**src/hw/rtl/address_range_table_macros.svh**
```systemverilog
// assertion macros used by the address range table engine
`ifndef ADDRESS_RANGE_TABLE_MACROS_SVH
`define ADDRESS_RANGE_TABLE_MACROS_SVH

// property holds at every rising clock edge out of reset
`define ART_ASSERT(lbl, clk, rst_n, prop) \
	lbl: assert property (@(posedge clk) disable iff (!rst_n) (prop)) \
		else $error("address_range_table assertion failed");

// consequent holds in the cycle after the antecedent
`define ART_ASSERT_NEXT(lbl, clk, rst_n, ante, cons) \
	lbl: assert property (@(posedge clk) disable iff (!rst_n) (ante) |=> (cons)) \
		else $error("address_range_table assertion failed");

`endif

```
**src/hw/rtl/art_pkg.sv**
```systemverilog
// shared types and constants of the address range table
`timescale 1ns / 1ps

package art_pkg;

	localparam int DEF_MAX_ENTRIES = 64;
	localparam int DEF_ADDR_BITS   = 48;
	localparam int QUEUE_DEPTH     = 2;

	typedef enum logic [1:0] {
		OP_INSERT = 2'd0,
		OP_REMOVE = 2'd1,
		OP_LOOKUP = 2'd2,
		OP_GAP    = 2'd3
	} op_t;

	typedef enum logic [1:0] {
		ST_OK      = 2'd0,
		ST_FULL    = 2'd1,
		ST_OVERLAP = 2'd2,
		ST_MISS    = 2'd3
	} status_t;

	typedef enum logic [2:0] {
		ENG_IDLE,
		ENG_SCAN,
		ENG_SHIFT,
		ENG_WRNEW,
		ENG_DONE
	} eng_state_t;

	// decoded control part of one queued command
	typedef struct packed {
		op_t  op;
		logic bad_range;
	} cmd_ctrl_t;

	localparam int CTRL_W = $bits(cmd_ctrl_t);

endpackage

```
**src/hw/rtl/art_front.sv**
```systemverilog
// front end: decodes and packs incoming items into commands
`timescale 1ns / 1ps

module art_front #(
	parameter int ADDR_BITS = art_pkg::DEF_ADDR_BITS
) (
	input  logic [1:0]               mode,
	input  logic [ADDR_BITS-1:0]     range_start,
	input  logic [ADDR_BITS-1:0]     range_end,
	input  logic [2:0]               range_perms,
	input  logic [ADDR_BITS-1:0]     lookup_address,
	input  logic [ADDR_BITS-1:0]     gap_size,
	input  logic [ADDR_BITS-1:0]     base_hint,
	output art_pkg::cmd_ctrl_t       ctrl,
	output logic [3*ADDR_BITS+2:0]   data
);

	logic [ADDR_BITS-1:0] key_a;
	logic [ADDR_BITS-1:0] key_b;

	always_comb begin
		ctrl.op        = art_pkg::op_t'(mode);
		// empty or inverted insert range is rejected without a table walk
		ctrl.bad_range = (ctrl.op == art_pkg::OP_INSERT) && (range_end <= range_start);
		key_a = (ctrl.op == art_pkg::OP_LOOKUP) ? lookup_address : range_start;
		key_b = (ctrl.op == art_pkg::OP_GAP) ? gap_size : range_end;
	end

	assign data = {key_a, key_b, base_hint, range_perms};

endmodule

```
**config.mk**
```make
export PLATFORM = sky130hd
export DESIGN_NAME = art_front
export DESIGN_NICKNAME = d
export VERILOG_FILES = /design/src/hw/rtl/address_range_table_macros.svh /design/src/hw/rtl/art_pkg.sv /design/src/hw/rtl/art_front.sv
export SDC_FILE = /design/constraint.sdc
export NUM_CORES = 1
export LEC_CHECK = 0
export ABC_AREA = 1
export BUFFER_PORTS_ARGS = -buffer_cell sky130_fd_sc_hd__buf_2
export CAP_MARGIN = 20
export CORE_AREA = 2 2 152 154
export DETAILED_ROUTE_END_ITERATION = 8
export DIE_AREA = 0 0 154 156
export SLEW_MARGIN = 5
export SYNTH_ARGS = -nofsm -noshare
export SYNTH_HDL_FRONTEND = slang
export SYNTH_SLANG_ARGS = --single-unit
```
**constraint.sdc**
```tcl
create_clock -name vclk -period 1.9
set_clock_uncertainty 0.1 [all_clocks]
set_input_delay 0.19 -clock vclk [all_inputs]
set_output_delay 0.19 -clock vclk [all_outputs]
set_load 0.02 [all_outputs]
```
==> results by group, run 1 <==
GRT
  – Vias in the first global route: 3460
  – Pin count of the biggest net entering global routing: 27
  – Initial antenna violation count: 1
  – Global-route wire length before repair: 18130 µm
  – Gr usage total: 0.09531
  – Total grt overflow: 0

Cells and area
  – FFs & Latches: 0
  – Layout area overhead: 79.38%
  – # clk buffers: 0
  – Design area: 0.004942 mm²
  – Layout cell share with drive strength beyond 1: 0.6391
  – FF/Latch Area: 0 µm²
  – Final #Nets: 996
  – Fin util: 0.2210

Power and ir drop
  – Leak: 0.002732 µW
  – Cell Int Power: 597.1 µW
  – Share of power burned in registers: 0
  – Peak VDD IR: 0.00007792 V
  – Logic gate share of total power: 1.000
  – Sw frac: 0.5369
  – Pwr Density: 260.9 mW/mm²
  – P_sw: 692.2 µW
  – Clock power share: 0

Worst hold path
  – Worst Hold End: data[12]
  – Hold Crit Class: input port to output pin
  – Number of stages on the worst hold path: 0
  – Hold path start: base_hint[9]

Logic synthesis
  – Syn Area/Cell: 6.378 µm²
  – Post-synth design cell area: 0.002755 mm²
  – Count of cell types in the netlist: 20
  – Post-Syn Nets: 725
  – Yosys warnings: 0
  – Synth top cells by count: 68 x a21oi_1, 64 x nor2_1, 60 x inv_1
  – Yosys top cell area share: 0.2180
  – Most common cell in the netlist: a21oi_1
  – Synth Instances: 432
  – Top area cells in the synthesized netlist: ha_1 22%, mux2_2 20%, buf_4 15%
  – Sequential fraction of the synthesis area: 0
  – Post-synth top area cell: ha_1

Floorplan
  – Core ar.: 0.02237 mm²
  – Chip height: 156 µm
  – Chip width: 154 µm
  – Boundary Pins: 395
  – Starting density of the core: 0.1232
  – FP Rows: 55
  – Die area: 0.02402 mm²

Timing
  – Final Slew Violations: 0
  – Ratio of final minimum period to clock period: 0.9983
  – Worst-Margin Slew: 0.3822 ns
  – RSZ-0062 raised after global routing: yes
  – Fmax: 0.5272 GHz
  – Count of final hold-check violations: 0
  – Final setup margin: 0.003194 ns
  – Fin crit period: 1.897 ns
  – Setup-failing EPs final: 0
  – Worst slew margin: 0.7450

Setup path
  – Startpoint Class: input port
  – Buffer and inverter count on the worst path: 3
  – Slowest cell on the critical path: ha_4
  – Data required time of the worst path: 1.61 ns
  – Crit path DAT: 1.61 ns
  – Top Family by Delay on Critical Path: simple AND/OR/NAND/NOR gates
  – Crit Path Category: input port to output pin
  – Crit path max fanout: 2
  – Critical Path End Type: output pin
  – Max incr delay on CP: 0.26 ns
  – CP Cell Sequence: buf_6 > inv_4 > ha_4 > nand2_4 > nor2_4 > nand2_2 > nor3_4 > and2_4 > nand2_4 > a21oi_4 > buf_6

Routing
  – Routed Antenna Nets: 0
  – Routed WL: 12830 µm
  – Total number of vias: 3718
  – Via-per-instance ratio: 3.767
  – Post-DR wirelength/cell: 12.99 µm
  – DRT iter0 DRCs: 94
  – First drt pass iteration count: 4
  – Residual DRC count: 0

Placement
  – Buffers on Ports: 293
  – Placed cell areas: 0.004472 mm²
  – Global placer's final weighted congestion: 0.7860
  – Detailed Place HPWL: 11050 µm
  – Pre-CTS WS: -0.4478 ns

Job
  – Number of max-cap violations: 0

Run status
  – Status: complete, no violations
-- layout by cell type, fill, tap and decap left out, types with 5 or more instances in the layout --
cell	synthesis	layout
a21oi_1	68	62
buf_12	0	5
buf_2	8	284
buf_4	55	39
buf_6	1	8
ha_1	48	30
ha_4	0	18
inv_1	60	45
inv_2	0	12
mux2_2	48	48
nand2_1	56	45
nand2_2	0	5
nand2_4	0	6
nor2_1	64	58
nor2_4	0	5
-- cell type report --
type	count	area (µm²)
Antenna cell	1	2.502
Fill cell	2500	17420
Inverter	60	232.7
Multi-Input combinational cell	304	2431
Tap cell	285	356.6
Timing Repair Buffer	337	1919
-- per-layer routing --
layer / GRT usage / wire (µm) / vias up
li1: - / - / 1903
met1: 0.1069 / 4918 / 1598
met2: 0.1836 / 6434 / 181
met3: 0.01583 / 1046 / 36
met4: 0.02804 / 426 / 0
met5: 0 / 0 / -
-- power groups by stage --
stage	logic [µW]	registers [µW]	clock network [µW]
finish	1290	0	0.0000704
global route	1420	0	0
CTS	1270	0	0
detailed placement	1170	0	0
global placement	1160	0	0
floorplan	782	0	0
-- worst max path at each step --
| stage | depth (start not counted) | startpoint | endpoint | slack [ns] |
|---|---|---|---|---|
| CTS | 11 | range_start[45] | ctrl[0] | -0.12 |
| detailed placement | 12 | range_start[47] | ctrl[0] | -0.45 |
| global route | 13 | range_start[25] | ctrl[0] | -0.12 |
| finish | 11 | range_start[47] | ctrl[0] | 0.003 |
| floorplan | 11 | range_start[27] | ctrl[0] | 0.14 |
| global placement | 12 | range_start[47] | ctrl[0] | -0.47 |
-- cells by family (layout without fill, tap and decap cells) --
kind of cell | after synthesis | count (layout) | synth area share
mux | 48 | 48 | 0.1962
buf+inv | 128 | 397 | 0.2557
compound gates | 74 | 74 | 0.1353
fa+ha+maj | 48 | 48 | 0.2180
simple gates | 134 | 134 | 0.1948
other cells | 0 | 1 | 0
-- through the flow --
| step | setup TNS [ns] | cells | total power (µW) | hold slack [ns] |
|---|---|---|---|---|
| 2_1_floorplan | 0 | 432 | 782.4 | 0.3926 |
| 3_3_place_gp | -0.4742 | 982 | 1162 | 0.2801 |
| 3_5_place_dp | -0.4478 | 982 | 1166 | 0.2801 |
| 4_1_cts | -0.1243 | 985 | 1267 | 0.2801 |
| 5_1_grt | -0.1220 | 986 | 1419 | 0.2800 |
| 6_report | 0 | 987 | 1289 | 0.2800 |
-- repair_timing --
action,in CTS,in global routing
pin swaps,21,25
gates resized for setup,63,27
setup endpoints to repair,1,1
buffers inserted,4,1
hold buffers,0,0
gates cloned,0,0
(Power assumes the default switching activity.)
==> inputs of run 2 (changes only) <==
CORE_AREA = 2 2 155 157   (was 2 2 152 154)
DIE_AREA = 0 0 157 159   (was 0 0 154 156)
clock period = 1.57 ns   (was 1.9 ns; I/O delays follow)
==> run 2 against run 1 <==
The run now ends with setup timing left. Setup slack worse by 0.30 ns. Wire length down 6.9%. First-iteration DRC count down 35%. Combinational power increased by 17%. Clock-buffer cell count unchanged.
==> results by group, run 2 (same netlist as run 1, synthesis figures left out) <==
Floorplan
  – Chip width: 157 µm (+1.9%)
  – Starting density of the core: 0.1188 (-0.004393)
  – Boundary Pins: 395 (unchanged)
  – Core ar.: 0.02319 mm² (+3.7%)
  – FP Rows: 56 (+1.8%)
  – Die area: 0.02496 mm² (+3.9%)
  – Chip height: 159 µm (+1.9%)

Routing
  – Routed Antenna Nets: 0 (unchanged)
  – Routed WL: 11940 µm (-6.9%)
  – First drt pass iteration count: 5 (+1)
  – Via-per-instance ratio: 3.637 (-3.4%)
  – Post-DR wirelength/cell: 11.67 µm (-10%)
  – Total number of vias: 3721 (+0.081%)
  – Residual DRC count: 0 (unchanged)
  – DRT iter0 DRCs: 61 (-35%)

GRT
  – Initial antenna violation count: 0 (-1)
  – Vias in the first global route: 3526 (+1.9%)
  – Gr usage total: 0.08420 (-0.01111)
  – Total grt overflow: 0 (unchanged)
  – Global-route wire length before repair: 17040 µm (-6.0%)
  – Pin count of the biggest net entering global routing: 52 (+93%)

Power and ir drop
  – Peak VDD IR: 0.0001168 V (+50%)
  – Sw frac: 0.5330 (-0.003862)
  – Logic gate share of total power: 1.000 (about the same)
  – Pwr Density: 307.0 mW/mm² (+18%)
  – Total chip power: 1512 µW (+17%)
  – P_sw: 805.7 µW (+16%)
  – Leak: 0.002739 µW (+0.24%)
  – Share of power burned in registers: 0 (unchanged)
  – Cell Int Power: 705.9 µW (+18%)
  – Clock power share: 0 (unchanged)

Timing
  – Setup-failing EPs final: 1 (+1)
  – Count of final hold-check violations: 0 (unchanged)
  – Final setup margin: -0.2990 ns (-0.3022 ns)
  – Final Slew Violations: 0 (unchanged)
  – Worst-Margin Slew: 0.2193 ns (-0.1629 ns)
  – Fmax: 0.5351 GHz
  – Ratio of final minimum period to clock period: 1.190
  – RSZ-0062 raised after global routing: yes
  – Worst slew margin: 0.8522 (+0.1073)
  – Fin crit period: 1.869 ns

Cells and area
  – Most common cell after layout, fill and taps aside: buf_2
  – FF/Latch Area: 0 µm² (unchanged)
  – Final #Nets: 999 (+0.30%)
  – Antenna cells: 0 (-1)
  – Layout area overhead: 78.70%
  – Layout cell share with drive strength beyond 1: 0.6264 (-0.01267)
  – Most frequent cells in the layout: 281 x buf_2, 66 x a21oi_1, 59 x nor2_1
  – # clk buffers: 0 (unchanged)
  – FFs & Latches: 0 (unchanged)

Worst hold path
  – Worst Hold End: data[1]
  – Number of stages on the worst hold path: 0 (unchanged)
  – Hold path start: range_perms[1]
  – Hold Crit Class: input port to output pin

Placement
  – Pre-CTS WS: -0.6603 ns (-0.2125 ns)
  – Buffers on Ports: 293 (unchanged)
  – Detailed Place HPWL: 10570 µm (-4.4%)
  – Global placer's final weighted congestion: 0.7529 (-4.2%)

Setup path
  – Crit path DAT: 1.61 ns (about the same)
  – Critical Path End Type: output pin
  – Crit Path Category: input port to output pin
  – Data required time of the worst path: 1.31 ns (-0.30 ns)
  – Startpoint Class: input port
  – Crit path max fanout: 3 (+1)

Job
  – Number of max-cap violations: 0 (unchanged)

Run status
  – Failing checks: setup timing
  – Status: finished, violations left
## run 2: timing repair
action                                  4_1_cts  5_1_grt
endpoints found under the setup margin        1        1
cloned                                        0        0
endpoints found under the hold margin         0        0
setup buffers                                 3        3
hold buffers                                  0        0
pin swaps                                    21       16
resized for setup                            62       15
## run 2: worst max-delay path by stage
stage,from,end,slack (ns),cells past startpoint
floorplan,range_start[27],ctrl[0],0.0005,11
global placement,range_start[47],ctrl[0],-0.67,11
detailed placement,range_start[47],ctrl[0],-0.66,11
CTS,range_start[45],ctrl[0],-0.36,11
global route,range_start[46],ctrl[0],-0.41,12
finish,range_start[46],ctrl[0],-0.30,12
## run 2: power groups by stage
stage | registers (µW) | logic (µW) | clock network [µW]
after floorplan | 0 | 952 | 0
final | 0 | 1510 | 0
after global routing | 0 | 1670 | 0
after global placement | 0 | 1390 | 0
after detailed placement | 0 | 1400 | 0
after CTS | 0 | 1510 | 0
## run 2: per-stage QoR
step,hold slack [ns],instance area [µm²],setup TNS [ns],instances,util
2_1_floorplan,0.3266,2771,0,432,-
4_1_cts,0.2141,4836,-0.3624,1020,0.2085
3_5_place_dp,0.2141,4526,-0.6603,1017,0.1951
3_3_place_gp,0.2141,4526,-0.6688,1017,0.1951
5_1_grt,0.2140,4923,-0.4136,1023,0.2123
6_report,0.2140,4923,-0.2990,1023,0.2123
## run 2: area by class of cell
class | instances | area (µm²)
tap | 319 | 399.1
timing repair buffer | 340 | 1948
fill | 2635 | 18270
inverter | 60 | 235.2
multi-input combinational | 304 | 2341
## run 2: layer usage
metal	up-vias	track usage	routed length, µm
li1	1902	-	-
met1	1585	0.09013	4614
met2	202	0.1695	6080
met3	32	0.01198	919
met4	0	0.01918	320
met5	-	0	0
## run 2: worst max-delay path, stage by stage
cell and delay [ns]:
buf_6 0.08, inv_4 0.03, ha_4 0.26, nand2_4 0.05
nor2_4 0.16, nand2_2 0.09, nor3_4 0.25, and2_4 0.20
nand2_2 0.05, nand3_2 0.08, a21oi_4 0.06, buf_6 0.13
