## src/hw/rtl/address_range_table_macros.svh

```systemverilog
// assertion macros used by the address range table engine
`ifndef ADDRESS_RANGE_TABLE_MACROS_SVH
`define ADDRESS_RANGE_TABLE_MACROS_SVH

// property holds at every rising clock edge out of reset
`define ART_ASSERT(lbl, clk, rst_n, prop) \
	lbl: assert property (@(posedge clk) disable iff (!rst_n) (prop)) \
		else $error("address_range_table assertion failed");

// consequent holds in the cycle after the antecedent
`define ART_ASSERT_NEXT(lbl, clk, rst_n, ante, cons) \
	lbl: assert property (@(posedge clk) disable iff (!rst_n) (ante) |=> (cons)) \
		else $error("address_range_table assertion failed");

`endif

```

## src/hw/rtl/art_pkg.sv

```systemverilog
// shared types and constants of the address range table
`timescale 1ns / 1ps

package art_pkg;

	localparam int DEF_MAX_ENTRIES = 64;
	localparam int DEF_ADDR_BITS   = 48;
	localparam int QUEUE_DEPTH     = 2;

	typedef enum logic [1:0] {
		OP_INSERT = 2'd0,
		OP_REMOVE = 2'd1,
		OP_LOOKUP = 2'd2,
		OP_GAP    = 2'd3
	} op_t;

	typedef enum logic [1:0] {
		ST_OK      = 2'd0,
		ST_FULL    = 2'd1,
		ST_OVERLAP = 2'd2,
		ST_MISS    = 2'd3
	} status_t;

	typedef enum logic [2:0] {
		ENG_IDLE,
		ENG_SCAN,
		ENG_SHIFT,
		ENG_WRNEW,
		ENG_DONE
	} eng_state_t;

	// decoded control part of one queued command
	typedef struct packed {
		op_t  op;
		logic bad_range;
	} cmd_ctrl_t;

	localparam int CTRL_W = $bits(cmd_ctrl_t);

endpackage

```

## src/hw/rtl/art_queue.sv

```systemverilog
// small command fifo between front end and engine
`timescale 1ns / 1ps

module art_queue #(
	parameter int WIDTH = 8,
	parameter int DEPTH = art_pkg::QUEUE_DEPTH
) (
	input  logic             clk,
	input  logic             arst_n,
	input  logic             push,
	input  logic [WIDTH-1:0] push_data,
	output logic             full,
	input  logic             pop,
	output logic [WIDTH-1:0] pop_data,
	output logic             not_empty
);

	localparam int PTR_W = $clog2(DEPTH);
	localparam int CNT_W = $clog2(DEPTH + 1);
	localparam logic [PTR_W-1:0] LAST = PTR_W'(DEPTH - 1);
	localparam logic [CNT_W-1:0] FULL_CNT = CNT_W'(DEPTH);

	logic [WIDTH-1:0] slot_q [DEPTH];
	logic [PTR_W-1:0] wr_ptr_q;
	logic [PTR_W-1:0] rd_ptr_q;
	logic [CNT_W-1:0] cnt_q;
	logic             do_push;
	logic             do_pop;

	assign full      = (cnt_q == FULL_CNT);
	assign not_empty = (cnt_q != '0);
	assign do_push   = push && !full;
	assign do_pop    = pop && not_empty;
	assign pop_data  = slot_q[rd_ptr_q];

	always_ff @(posedge clk) begin
		if (do_push) begin
			slot_q[wr_ptr_q] <= push_data;
		end
	end

	always_ff @(posedge clk or negedge arst_n) begin
		if (!arst_n) begin
			wr_ptr_q <= '0;
			rd_ptr_q <= '0;
			cnt_q    <= '0;
		end else begin
			if (do_push) begin
				wr_ptr_q <= (wr_ptr_q == LAST) ? '0 : wr_ptr_q + 1'b1;
			end
			if (do_pop) begin
				rd_ptr_q <= (rd_ptr_q == LAST) ? '0 : rd_ptr_q + 1'b1;
			end
			if (do_push && !do_pop) begin
				cnt_q <= cnt_q + 1'b1;
			end else if (do_pop && !do_push) begin
				cnt_q <= cnt_q - 1'b1;
			end
		end
	end

endmodule

```

## config.mk

```make
export PLATFORM = sky130hd
export DESIGN_NAME = art_queue
export DESIGN_NICKNAME = d
export VERILOG_FILES = /design/src/hw/rtl/address_range_table_macros.svh /design/src/hw/rtl/art_pkg.sv /design/src/hw/rtl/art_queue.sv
export SDC_FILE = /design/constraint.sdc
export NUM_CORES = 1
export LEC_CHECK = 0
export ABC_AREA = 1
export BUFFER_PORTS_ARGS = -buffer_cell sky130_fd_sc_hd__buf_2
export CAP_MARGIN = 10
export CORE_UTILIZATION = 42
export DETAILED_ROUTE_END_ITERATION = 8
export PLACE_DENSITY_LB_ADDON = 0.08
export SYNTH_ARGS = -nofsm -noshare
export SYNTH_HDL_FRONTEND = slang
export SYNTH_SLANG_ARGS = --single-unit
```

## constraint.sdc

```tcl
create_clock -name clk -period 1.3 [get_ports clk]
set_input_delay 0.195 -clock clk [delete_from_list [all_inputs] [get_ports clk]]
set_output_delay 0.195 -clock clk [all_outputs]
set_load 0.03 [all_outputs]
```

==> results.json, run 1 <==
{
  "yosysWarnings": 0,
  "multi_input_area_um2": 275,
  "hp-start": "push_data[4]",
  "synth_seq_cells": 20,
  "grt_util_all_layers_pct": 16.8,
  "area_growth_pct": 50.6,
  "setup_violations": 11,
  "ys_seq_area_share_pct": 70.9,
  "clockBufferDepth": 2,
  "critPathMaxFanout": 4,
  "mappedNetlistArea_um2": 818,
  "slew_violations": 0,
  "clock_power_share_pct": 9.4,
  "rsz0062_at_grt": "true",
  "vias": 619,
  "peakVddDrop_v": 0.00140,
  "startpoint": "cnt_q[0]",
  "synthDistinctLibCells": 15,
  "clk_pin_slew_worst_paths_ns": 0.11,
  "power_frac_comb_pct": 58.5,
  "cp.required_ns": 1.11,
  "insertion_delay_ns": 0.29,
  "detail_route.wl_per_cell_um": 11.6,
  "crit_path_cell_trace": "buf_6, nor2_4, buf_6",
  "crit_type": "reg -> out",
  "drive_above_1_share_pct": 57.4,
  "worstMarginPinSlew_ns": 0.448,
  "period_needed_ns": 1.35,
  "first_pass_iters": 4,
  "holdWs_ns": 0.0792,
  "timing.fmax_mhz": 741,
  "cts_root_buf": "clkbuf_4",
  "numCtsBuffers": 3,
  "critPathTopFamily": "flip-flops",
  "drc": 0,
  "path_buf_inv": 2,
  "grt_overflow": 0,
  "antenna_cells": 0,
  "slowest_stage": "dfrtp_2",
  "rows": 15,
  "violations": "setup timing",
  "grt_max_degree": 12,
  "antenna_found_initial": 0,
  "skew_ns": 0.00623,
  "max_slew_margin_pct": 69.8,
  "crit_arrival_ns": 1.15,
  "nets": 122,
  "grt_pass1_vias": 522,
  "die_y_um": 46.1,
  "h-tree-depth": 1,
  "fillCellCount": 137,
  "routabilityCongestion": 0.700,
  "cp_slowest_stage_delay_ns": 0.45,
  "coreArea_mm2": 0.00178,
  "dieArea_mm2": 0.00213,
  "grt_pass1_wl_um": 2350,
  "port_buffers": 21,
  "end_kind": "output pin",
  "seqCellArea_um2": 583,
  "totalPowerFinal_uw": 3100,
  "place_hpwl_um": 1060,
  "initial_core_util_pct": 45.9,
  "synth_nets": 86,
  "power_density_mw_per_mm2": 2510,
  "netSwitchingFraction_pct": 41.0,
  "die_w_um": 46.1,
  "intPower_uw": 1830,
  "hold_viol_final": 0,
  "synthCells": 73,
  "power.switching_uw": 1270,
  "tritoncts": "built",
  "routed_wl_um": 1540,
  "syn_avg_cell_area_um2": 11.2,
  "cp-start-kind": "register",
  "hp-class": "in -> reg",
  "ioPinCount": 22,
  "maxCapViolCount": 0,
  "finalCritPeriodShare_pct": 104,
  "crit_top_cell": "buf_6",
  "r2r_start": "cnt_q[0]",
  "drt_iter0_markers": 8,
  "vias_per_cell": 4.65,
  "leakage_uw": 0.000550,
  "ant_nets": 0,
  "outcome": "complete, but fails checks",
  "cts_num_sinks": 20,
  "fin_ws_ns": -0.0487,
  "pwr-share-seq_pct": 32.2
}
==> stage by stage <==
step	instance area, µm²	instances	utilization [%]	worst slack (ns)	setup TNS, ns
after CTS	1130	131	63.6	-0.0722	-0.620
after global placement	1030	126	57.8	-0.0188	-0.0188
after detailed placement	1030	126	57.8	-0.0229	-0.0229
after floorplan	840	73	-	0.00249	0
after global routing	1230	133	69.1	-0.106	-1.19
final	1230	133	69.1	-0.0487	-0.201
==> timing repair <==
action                                 in CTS  in global routing
endpoints found under the hold margin       4                  0
hold buffers                                1                  0
setup endpoints to repair                  14                 27
setup buffers                               0                  2
gates resized for setup                    23                 27
pin swaps                                   5                  9
==> power groups by stage <==
stage               Clock [µW]  Combinational (µW)  Sequential (µW)
global route               331                1970             1010
detailed placement           0                1320              981
global placement             0                1290              978
finish                     290                1810              996
CTS                        305                1550              980
floorplan                    0                 862              969
==> worst paths after layout <==
check                                    end  slack (ns)  cells after the start
worst max-delay path                    full       -0.05                      3
worst min-delay path            slot_q[0][4]        0.08                      1
worst max register to register      cnt_q[1]           0                      8
worst min register to register      wr_ptr_q        0.49                      2
max in group asynchronous           rd_ptr_q        0.93                      2
min in group asynchronous           cnt_q[0]        0.22                      2
==> synth_stat cells, drive strengths merged <==
library cell / number / share of area, %
inv: 8 / 3.7
nand4: 1 / 0.77
ha: 1 / 1.5
dfrtp: 4 / 12
buf: 1 / 0.61
nor2: 3 / 2.6
o21ai: 1 / 0.61
edfxtp: 16 / 59
nand3: 2 / 1.2
nand2: 35 / 17
xnor2: 1 / 1.1
==> per-layer routing <==
metal / track usage, % / share of wire [%] / vias to the layer above / wire length, µm
met1: 20.6 / 43 / 284 / 669
li1: - / - / 310 / -
met5: 0 / 0 / - / 0
met2: 26.5 / 52 / 25 / 802
met4: 7.06 / 0 / 0 / 0
met3: 6.27 / 4.7 / 0 / 72
==> state kept, by name (all words and copies together), names as in the netlist <==
name,cells
cnt_q,2
slot_q,16
wr_ptr_q,1
rd_ptr_q,1
==> placed cells by master (no fill, tap or decap), types with 2 or more instances in the layout <==
cell	n
buf_6	17
nand2_1	19
inv_2	3
nor2_4	3
buf_4	3
dfrtp_2	2
dfrtp_1	2
buf_2	11
nand2_4	2
nand2_2	14
inv_1	3
clkbuf_4	3
edfxtp_1	16
==> final cells by class <==
type                       instances  share of cell area [%]
clock buffer                       3                    1.83
clock inverter                     1                   0.305
inverter                           8                    3.05
multi-input combinational         44                    22.3
sequential                        20                    47.3
tap                               25                    2.54
timing repair buffer              32                    22.6
==> cell families after synthesis <==
family | Yosys count | synth area share [%]
AND/OR/NAND/NOR | 41 | 21.6
flip-flops | 20 | 70.9
buffers and inverters | 9 | 4.28
AO/OA/AOI/OAI | 1 | 0.611
XOR/XNOR | 1 | 1.07
adder cells (fa/ha/maj) | 1 | 1.53
Power figures use the tool's default switching activity.
==> run 2, diff against run 1 <==
ABC_AREA = unset   (was 1)
HOLD_SLACK_MARGIN = 0.03   (was unset)
==> results.json, run 2 <==
{
  "grt_overflow": 0,
  "synth_area_leaders": "edfxtp_1, dfrtp_1, mux2_1, xnor2_1, xor2_1",
  "violations": "setup timing",
  "yosysWarnings": 0,
  "ioPinCount": 22,
  "crit_path_cell_trace": "buf_6, mux2_4, buf_6",
  "synth-main-ff-cell": "edfxtp_1",
  "power_frac_comb_pct": 51.9,
  "antenna_cells": 0,
  "cp_slowest_stage_delay_ns": 0.43,
  "tritoncts": "built",
  "grt_pass1_vias": 462,
  "place_hpwl_um": 850,
  "critPathMaxFanout": 5,
  "nets": 93,
  "clockBufferDepth": 2,
  "intPower_uw": 2070,
  "maxCapViolCount": 0,
  "place_ws_ns": -0.0374,
  "period_needed_ns": 1.49,
  "power.switching_uw": 1040,
  "vias": 479,
  "crit_top_cell": "buf_6",
  "drt_iter0_markers": 8,
  "syn_avg_cell_area_um2": 17.8,
  "antenna_found_initial": 0,
  "area_growth_pct": 54.2,
  "top_regs": "slot_q: 16 flops, cnt_q: 2 flops",
  "drive_above_1_share_pct": 69.6,
  "slowest_stage": "dfrtp_2",
  "ant_nets": 0,
  "insertion_delay_ns": 0.29,
  "clk_pin_slew_worst_paths_ns": 0.11,
  "largest_reg_flops": 16,
  "dp_cells": 97,
  "synth_most_common_cell": "edfxtp_1",
  "max_slew_margin_pct": 86.8,
  "utilization_pct": 69.2,
  "ys_seq_area_share_pct": 74.1,
  "coreArea_mm2": 0.00175,
  "dieArea_mm2": 0.00204,
  "end_kind": "output pin",
  "clock_power_share_pct": 16.0,
  "fillCellCount": 131,
  "synth_common_cells": "edfxtp_1, mux2_1, dfrtp_1",
  "initial_core_util_pct": 44.9,
  "cp-start-kind": "register",
  "outcome": "complete, but fails checks",
  "crit_arrival_ns": 1.30,
  "setup_violations": 10,
  "cts_num_sinks": 20,
  "first_pass_iters": 2,
  "detail_route.wl_per_cell_um": 12.8,
  "pwr-share-seq_pct": 32.1,
  "fin_ws_ns": -0.193,
  "synth_nets": 57,
  "port_buffers": 21,
  "finalCritPeriodShare_pct": 115,
  "die_y_um": 45.2,
  "hp-class": "in -> reg",
  "final_common_cell": "edfxtp_1",
  "crit_type": "reg -> out",
  "routed_wl_um": 1330,
  "grt_pass1_wl_um": 2050,
  "grt_util_all_layers_pct": 14.9,
  "worstMarginPinSlew_ns": 0.199,
  "ys_async_sr_fraction_pct": 20.0,
  "stdcell_count": 104,
  "critPathTopFamily": "flip-flops",
  "synth_seq_cells": 20,
  "peakVddDrop_v": 0.00140,
  "skew_ns": 0.000723,
  "path_buf_inv": 2,
  "synthCells": 44,
  "cts_root_buf": "clkbuf_4",
  "largest_register": "slot_q",
  "power_density_mw_per_mm2": 2570,
  "mappedNetlistArea_um2": 783,
  "synthDistinctLibCells": 14,
  "drc": 0,
  "yosysTopAreaCell": "edfxtp_1",
  "grt_max_degree": 13,
  "cp.required_ns": 1.11,
  "mostFrequentLayoutCells": "edfxtp_1, buf_6, buf_2",
  "routabilityCongestion": 0.643,
  "rows": 15,
  "slew_violations": 0,
  "hold_viol_final": 0,
  "vias_per_cell": 4.61,
  "synth_edf_count": 16,
  "timing.fmax_mhz": 670,
  "die_w_um": 45.2,
  "netSwitchingFraction_pct": 33.3,
  "h-tree-depth": 1,
  "numCtsBuffers": 3,
  "rsz0062_at_grt": "true",
  "leakage_uw": 0.000519,
  "yosysTopAreaCellShare_pct": 61.3,
  "totalPowerFinal_uw": 3110
}
-- run 2: metal layers --
layer,GRT usage (%),part of all wire (%),wire [µm],vias up
met1,18.8,45,595,237
li1,-,-,-,227
met4,7.27,0.90,12,0
met2,24.9,51,683,13
met5,0,0,0,-
met3,2.40,2.8,37,2
-- run 2: kinds of logic (layout without fill, tap and decap cells) --
kind of cell               after synthesis  in the layout  synth area share, %
muxes                                    8              8                 11.5
DFF                                     20             20                 74.1
xor gates and xnor gates                 5              5                 5.59
buffers and inverters                    3             38                 1.60
and+or+nand+nor                          7              7                 5.59
adders and majority gates                1              1                 1.60
-- run 2: final cells by class --
cell class | count | area (µm²) | share of cell area, %
clock buffer | 3 | 22.5 | 1.87
clock inverter | 1 | 30.0 | 2.49
inverter | 2 | 7.51 | 0.622
multi-input combinational | 21 | 267 | 22.1
sequential | 20 | 582 | 48.2
tap | 25 | 31.3 | 2.59
timing repair buffer | 32 | 268 | 22.2
-- run 2: final timing paths --
path | from | endpoint | slack (ns) | cells past startpoint
max | rd_ptr_q | pop_data[5] | -0.19 | 3
min | push_data[5] | slot_q[0][5] | 0.09 | 1
max reg2reg | cnt_q[1] | cnt_q[1] | -0.04 | 6
min reg2reg | wr_ptr_q | wr_ptr_q | 0.56 | 1
max in group asynchronous | arst_n | rd_ptr_q | 0.92 | 2
min in group asynchronous | arst_n | cnt_q[0] | 0.25 | 2
-- run 2: stage by stage --
| step | area (µm²) | hold slack, ns | TNS [ns] |
|---|---|---|---|
| floorplan | 803 | -0.101 | -0.0432 |
| global placement | 995 | 0.0103 | -0.0133 |
| detailed placement | 995 | 0.0104 | -0.142 |
| CTS | 1180 | 0.0806 | -1.62 |
| global route | 1210 | 0.0663 | -1.96 |
| finish | 1210 | 0.0854 | -1.58 |
-- run 2: repair_timing --
| item | 4_1_cts | 5_1_grt |
|---|---|---|
| pin swaps | 2 | 2 |
| endpoints found under the hold margin | 4 | 0 |
| setup endpoints to repair | 25 | 17 |
| buffers inserted | 2 | 0 |
| resized for setup | 33 | 10 |
| gates cloned | 0 | 0 |
| hold buffers | 1 | 0 |
-- run 2: power groups by stage --
stage | sequential (µW) | combinational (µW) | clock [µW]
5_1_grt | 1020 | 1700 | 531
2_1_floorplan | 967 | 775 | 0
6_report | 999 | 1610 | 496
4_1_cts | 992 | 1530 | 500
3_3_place_gp | 1020 | 1070 | 0
3_5_place_dp | 1030 | 1080 | 0
==> run 3, diff against run 2 <==
PLACE_DENSITY = 0.69   (was unset)
PLACE_DENSITY_LB_ADDON = unset   (was 0.08)
==> results.json, run 3 (same netlist as run 2, synthesis figures left out) <==
{
  "outcome": "complete, but fails checks",
  "violations": "setup timing",
  "drt_iter0_markers": 1,
  "largest_register": "slot_q",
  "timing.fmax_mhz": 668,
  "initial_core_util_pct": 44.9,
  "rows": 15,
  "vias": 497,
  "grt_max_degree": 12,
  "crit_arrival_ns": 1.30,
  "grt_overflow": 0,
  "coreArea_mm2": 0.00175,
  "antenna_found_initial": 0,
  "slew_violations": 0,
  "cts_num_sinks": 20,
  "hold_viol_final": 0,
  "area_growth_pct": 55.4,
  "rsz0062_at_grt": "true",
  "clk_pin_slew_worst_paths_ns": 0.10,
  "mostFrequentLayoutCells": "buf_6, edfxtp_1, buf_2",
  "cp-start-kind": "register",
  "place_ws_ns": -0.0437,
  "critPathMaxFanout": 3,
  "grt_pass1_vias": 506,
  "setup_violations": 10,
  "peakVddDrop_v": 0.00117,
  "seqCellArea_um2": 582,
  "worstMarginPinSlew_ns": 0.178,
  "max_slew_margin_pct": 88.1,
  "detail_route.wl_per_cell_um": 12.6,
  "vias_per_cell": 4.56,
  "grt_util_all_layers_pct": 16.4,
  "power_density_mw_per_mm2": 2460,
  "insertion_delay_ns": 0.29,
  "utilization_pct": 69.7,
  "finalCritPeriodShare_pct": 115,
  "dieArea_mm2": 0.00204,
  "cts_root_buf": "clkbuf_4",
  "first_pass_iters": 2,
  "cp.required_ns": 1.11,
  "stdcell_area_mm2": 0.00122,
  "fillCellCount": 123,
  "routed_wl_um": 1370,
  "fin_ws_ns": -0.197,
  "die_w_um": 45.2,
  "clockBufferDepth": 2,
  "end_kind": "output pin",
  "holdWs_ns": 0.0872,
  "hp-class": "in -> reg",
  "ant_nets": 0,
  "grt_pass1_wl_um": 2200,
  "leakage_uw": 0.000533,
  "setup_tns_ns": -1.55,
  "tritoncts": "built",
  "numCtsBuffers": 3,
  "h-tree-depth": 1,
  "top_regs": "slot_q: 16 flops, cnt_q: 2 flops",
  "place_area_um2": 995,
  "antenna_cells": 0,
  "period_needed_ns": 1.50,
  "die_y_um": 45.2,
  "drive_above_1_share_pct": 67.9,
  "skew_ns": 0.00606,
  "ioPinCount": 22,
  "port_buffers": 21,
  "drc": 0,
  "maxCapViolCount": 0,
  "nets": 98,
  "crit_type": "reg -> out",
  "multi_input_area_um2": 258,
  "place_hpwl_um": 934,
  "largest_reg_flops": 16,
  "routabilityCongestion": 0.624
}
[run 3: timing repair]
item | 4_1_cts | 5_1_grt
hold endpoints to repair | 4 | 0
pin swaps | 2 | 2
setup endpoints to repair | 14 | 19
setup buffers | 6 | 1
hold buffers | 1 | 0
resized for setup | 37 | 5
[run 3: path summary, 6_finish.rpt]
check	startpoint	to	slack (ns)	cells past startpoint
worst max-delay path	rd_ptr_q	pop_data[4]	-0.20	3
worst min-delay path	push_data[1]	slot_q[1][1]	0.09	1
worst max register to register	cnt_q[1]	cnt_q[1]	-0.04	6
worst min register to register	wr_ptr_q	wr_ptr_q	0.58	1
max in group asynchronous	arst_n	rd_ptr_q	0.92	2
min in group asynchronous	arst_n	cnt_q[0]	0.25	2
[run 3: metrics by stage]
stage	power (µW)	cells
3_5_place_dp	2120	97
6_report	3000	109
3_3_place_gp	2090	97
4_1_cts	2960	108
5_1_grt	3150	109
2_1_floorplan	1740	44
[run 3: metal layers]
| layer | vias to the layer above | part of all wire [%] | GRT usage [%] |
|---|---|---|---|
| met2 | 11 | 56 | 27.2 |
| met4 | 0 | 1.4 | 11.5 |
| li1 | 238 | - | - |
| met1 | 246 | 39 | 18.8 |
| met3 | 2 | 3.7 | 3.20 |
| met5 | - | 0 | 0 |
[run 3: report_power, final]
group	total [µW]	switching [µW]	internal (µW)
Clock	287	168	119
Combinational	1720	775	940
Sequential	997	97.6	899
[run 3: worst max-delay path, cell delays in order (launching register included)]
cell and delay (ns):
dfrtp_2 0.44, buf_6 0.14, mux2_4 0.30, buf_6 0.14
[run 3: layout make-up]
| cell class | count | area share, % |
|---|---|---|
| Sequential cell | 20 | 47.8 |
| Timing Repair Buffer | 37 | 25.7 |
| Multi-Input combinational cell | 21 | 21.2 |
| Tap cell | 25 | 2.57 |
| Clock buffer | 4 | 2.16 |
| Inverter | 2 | 0.617 |
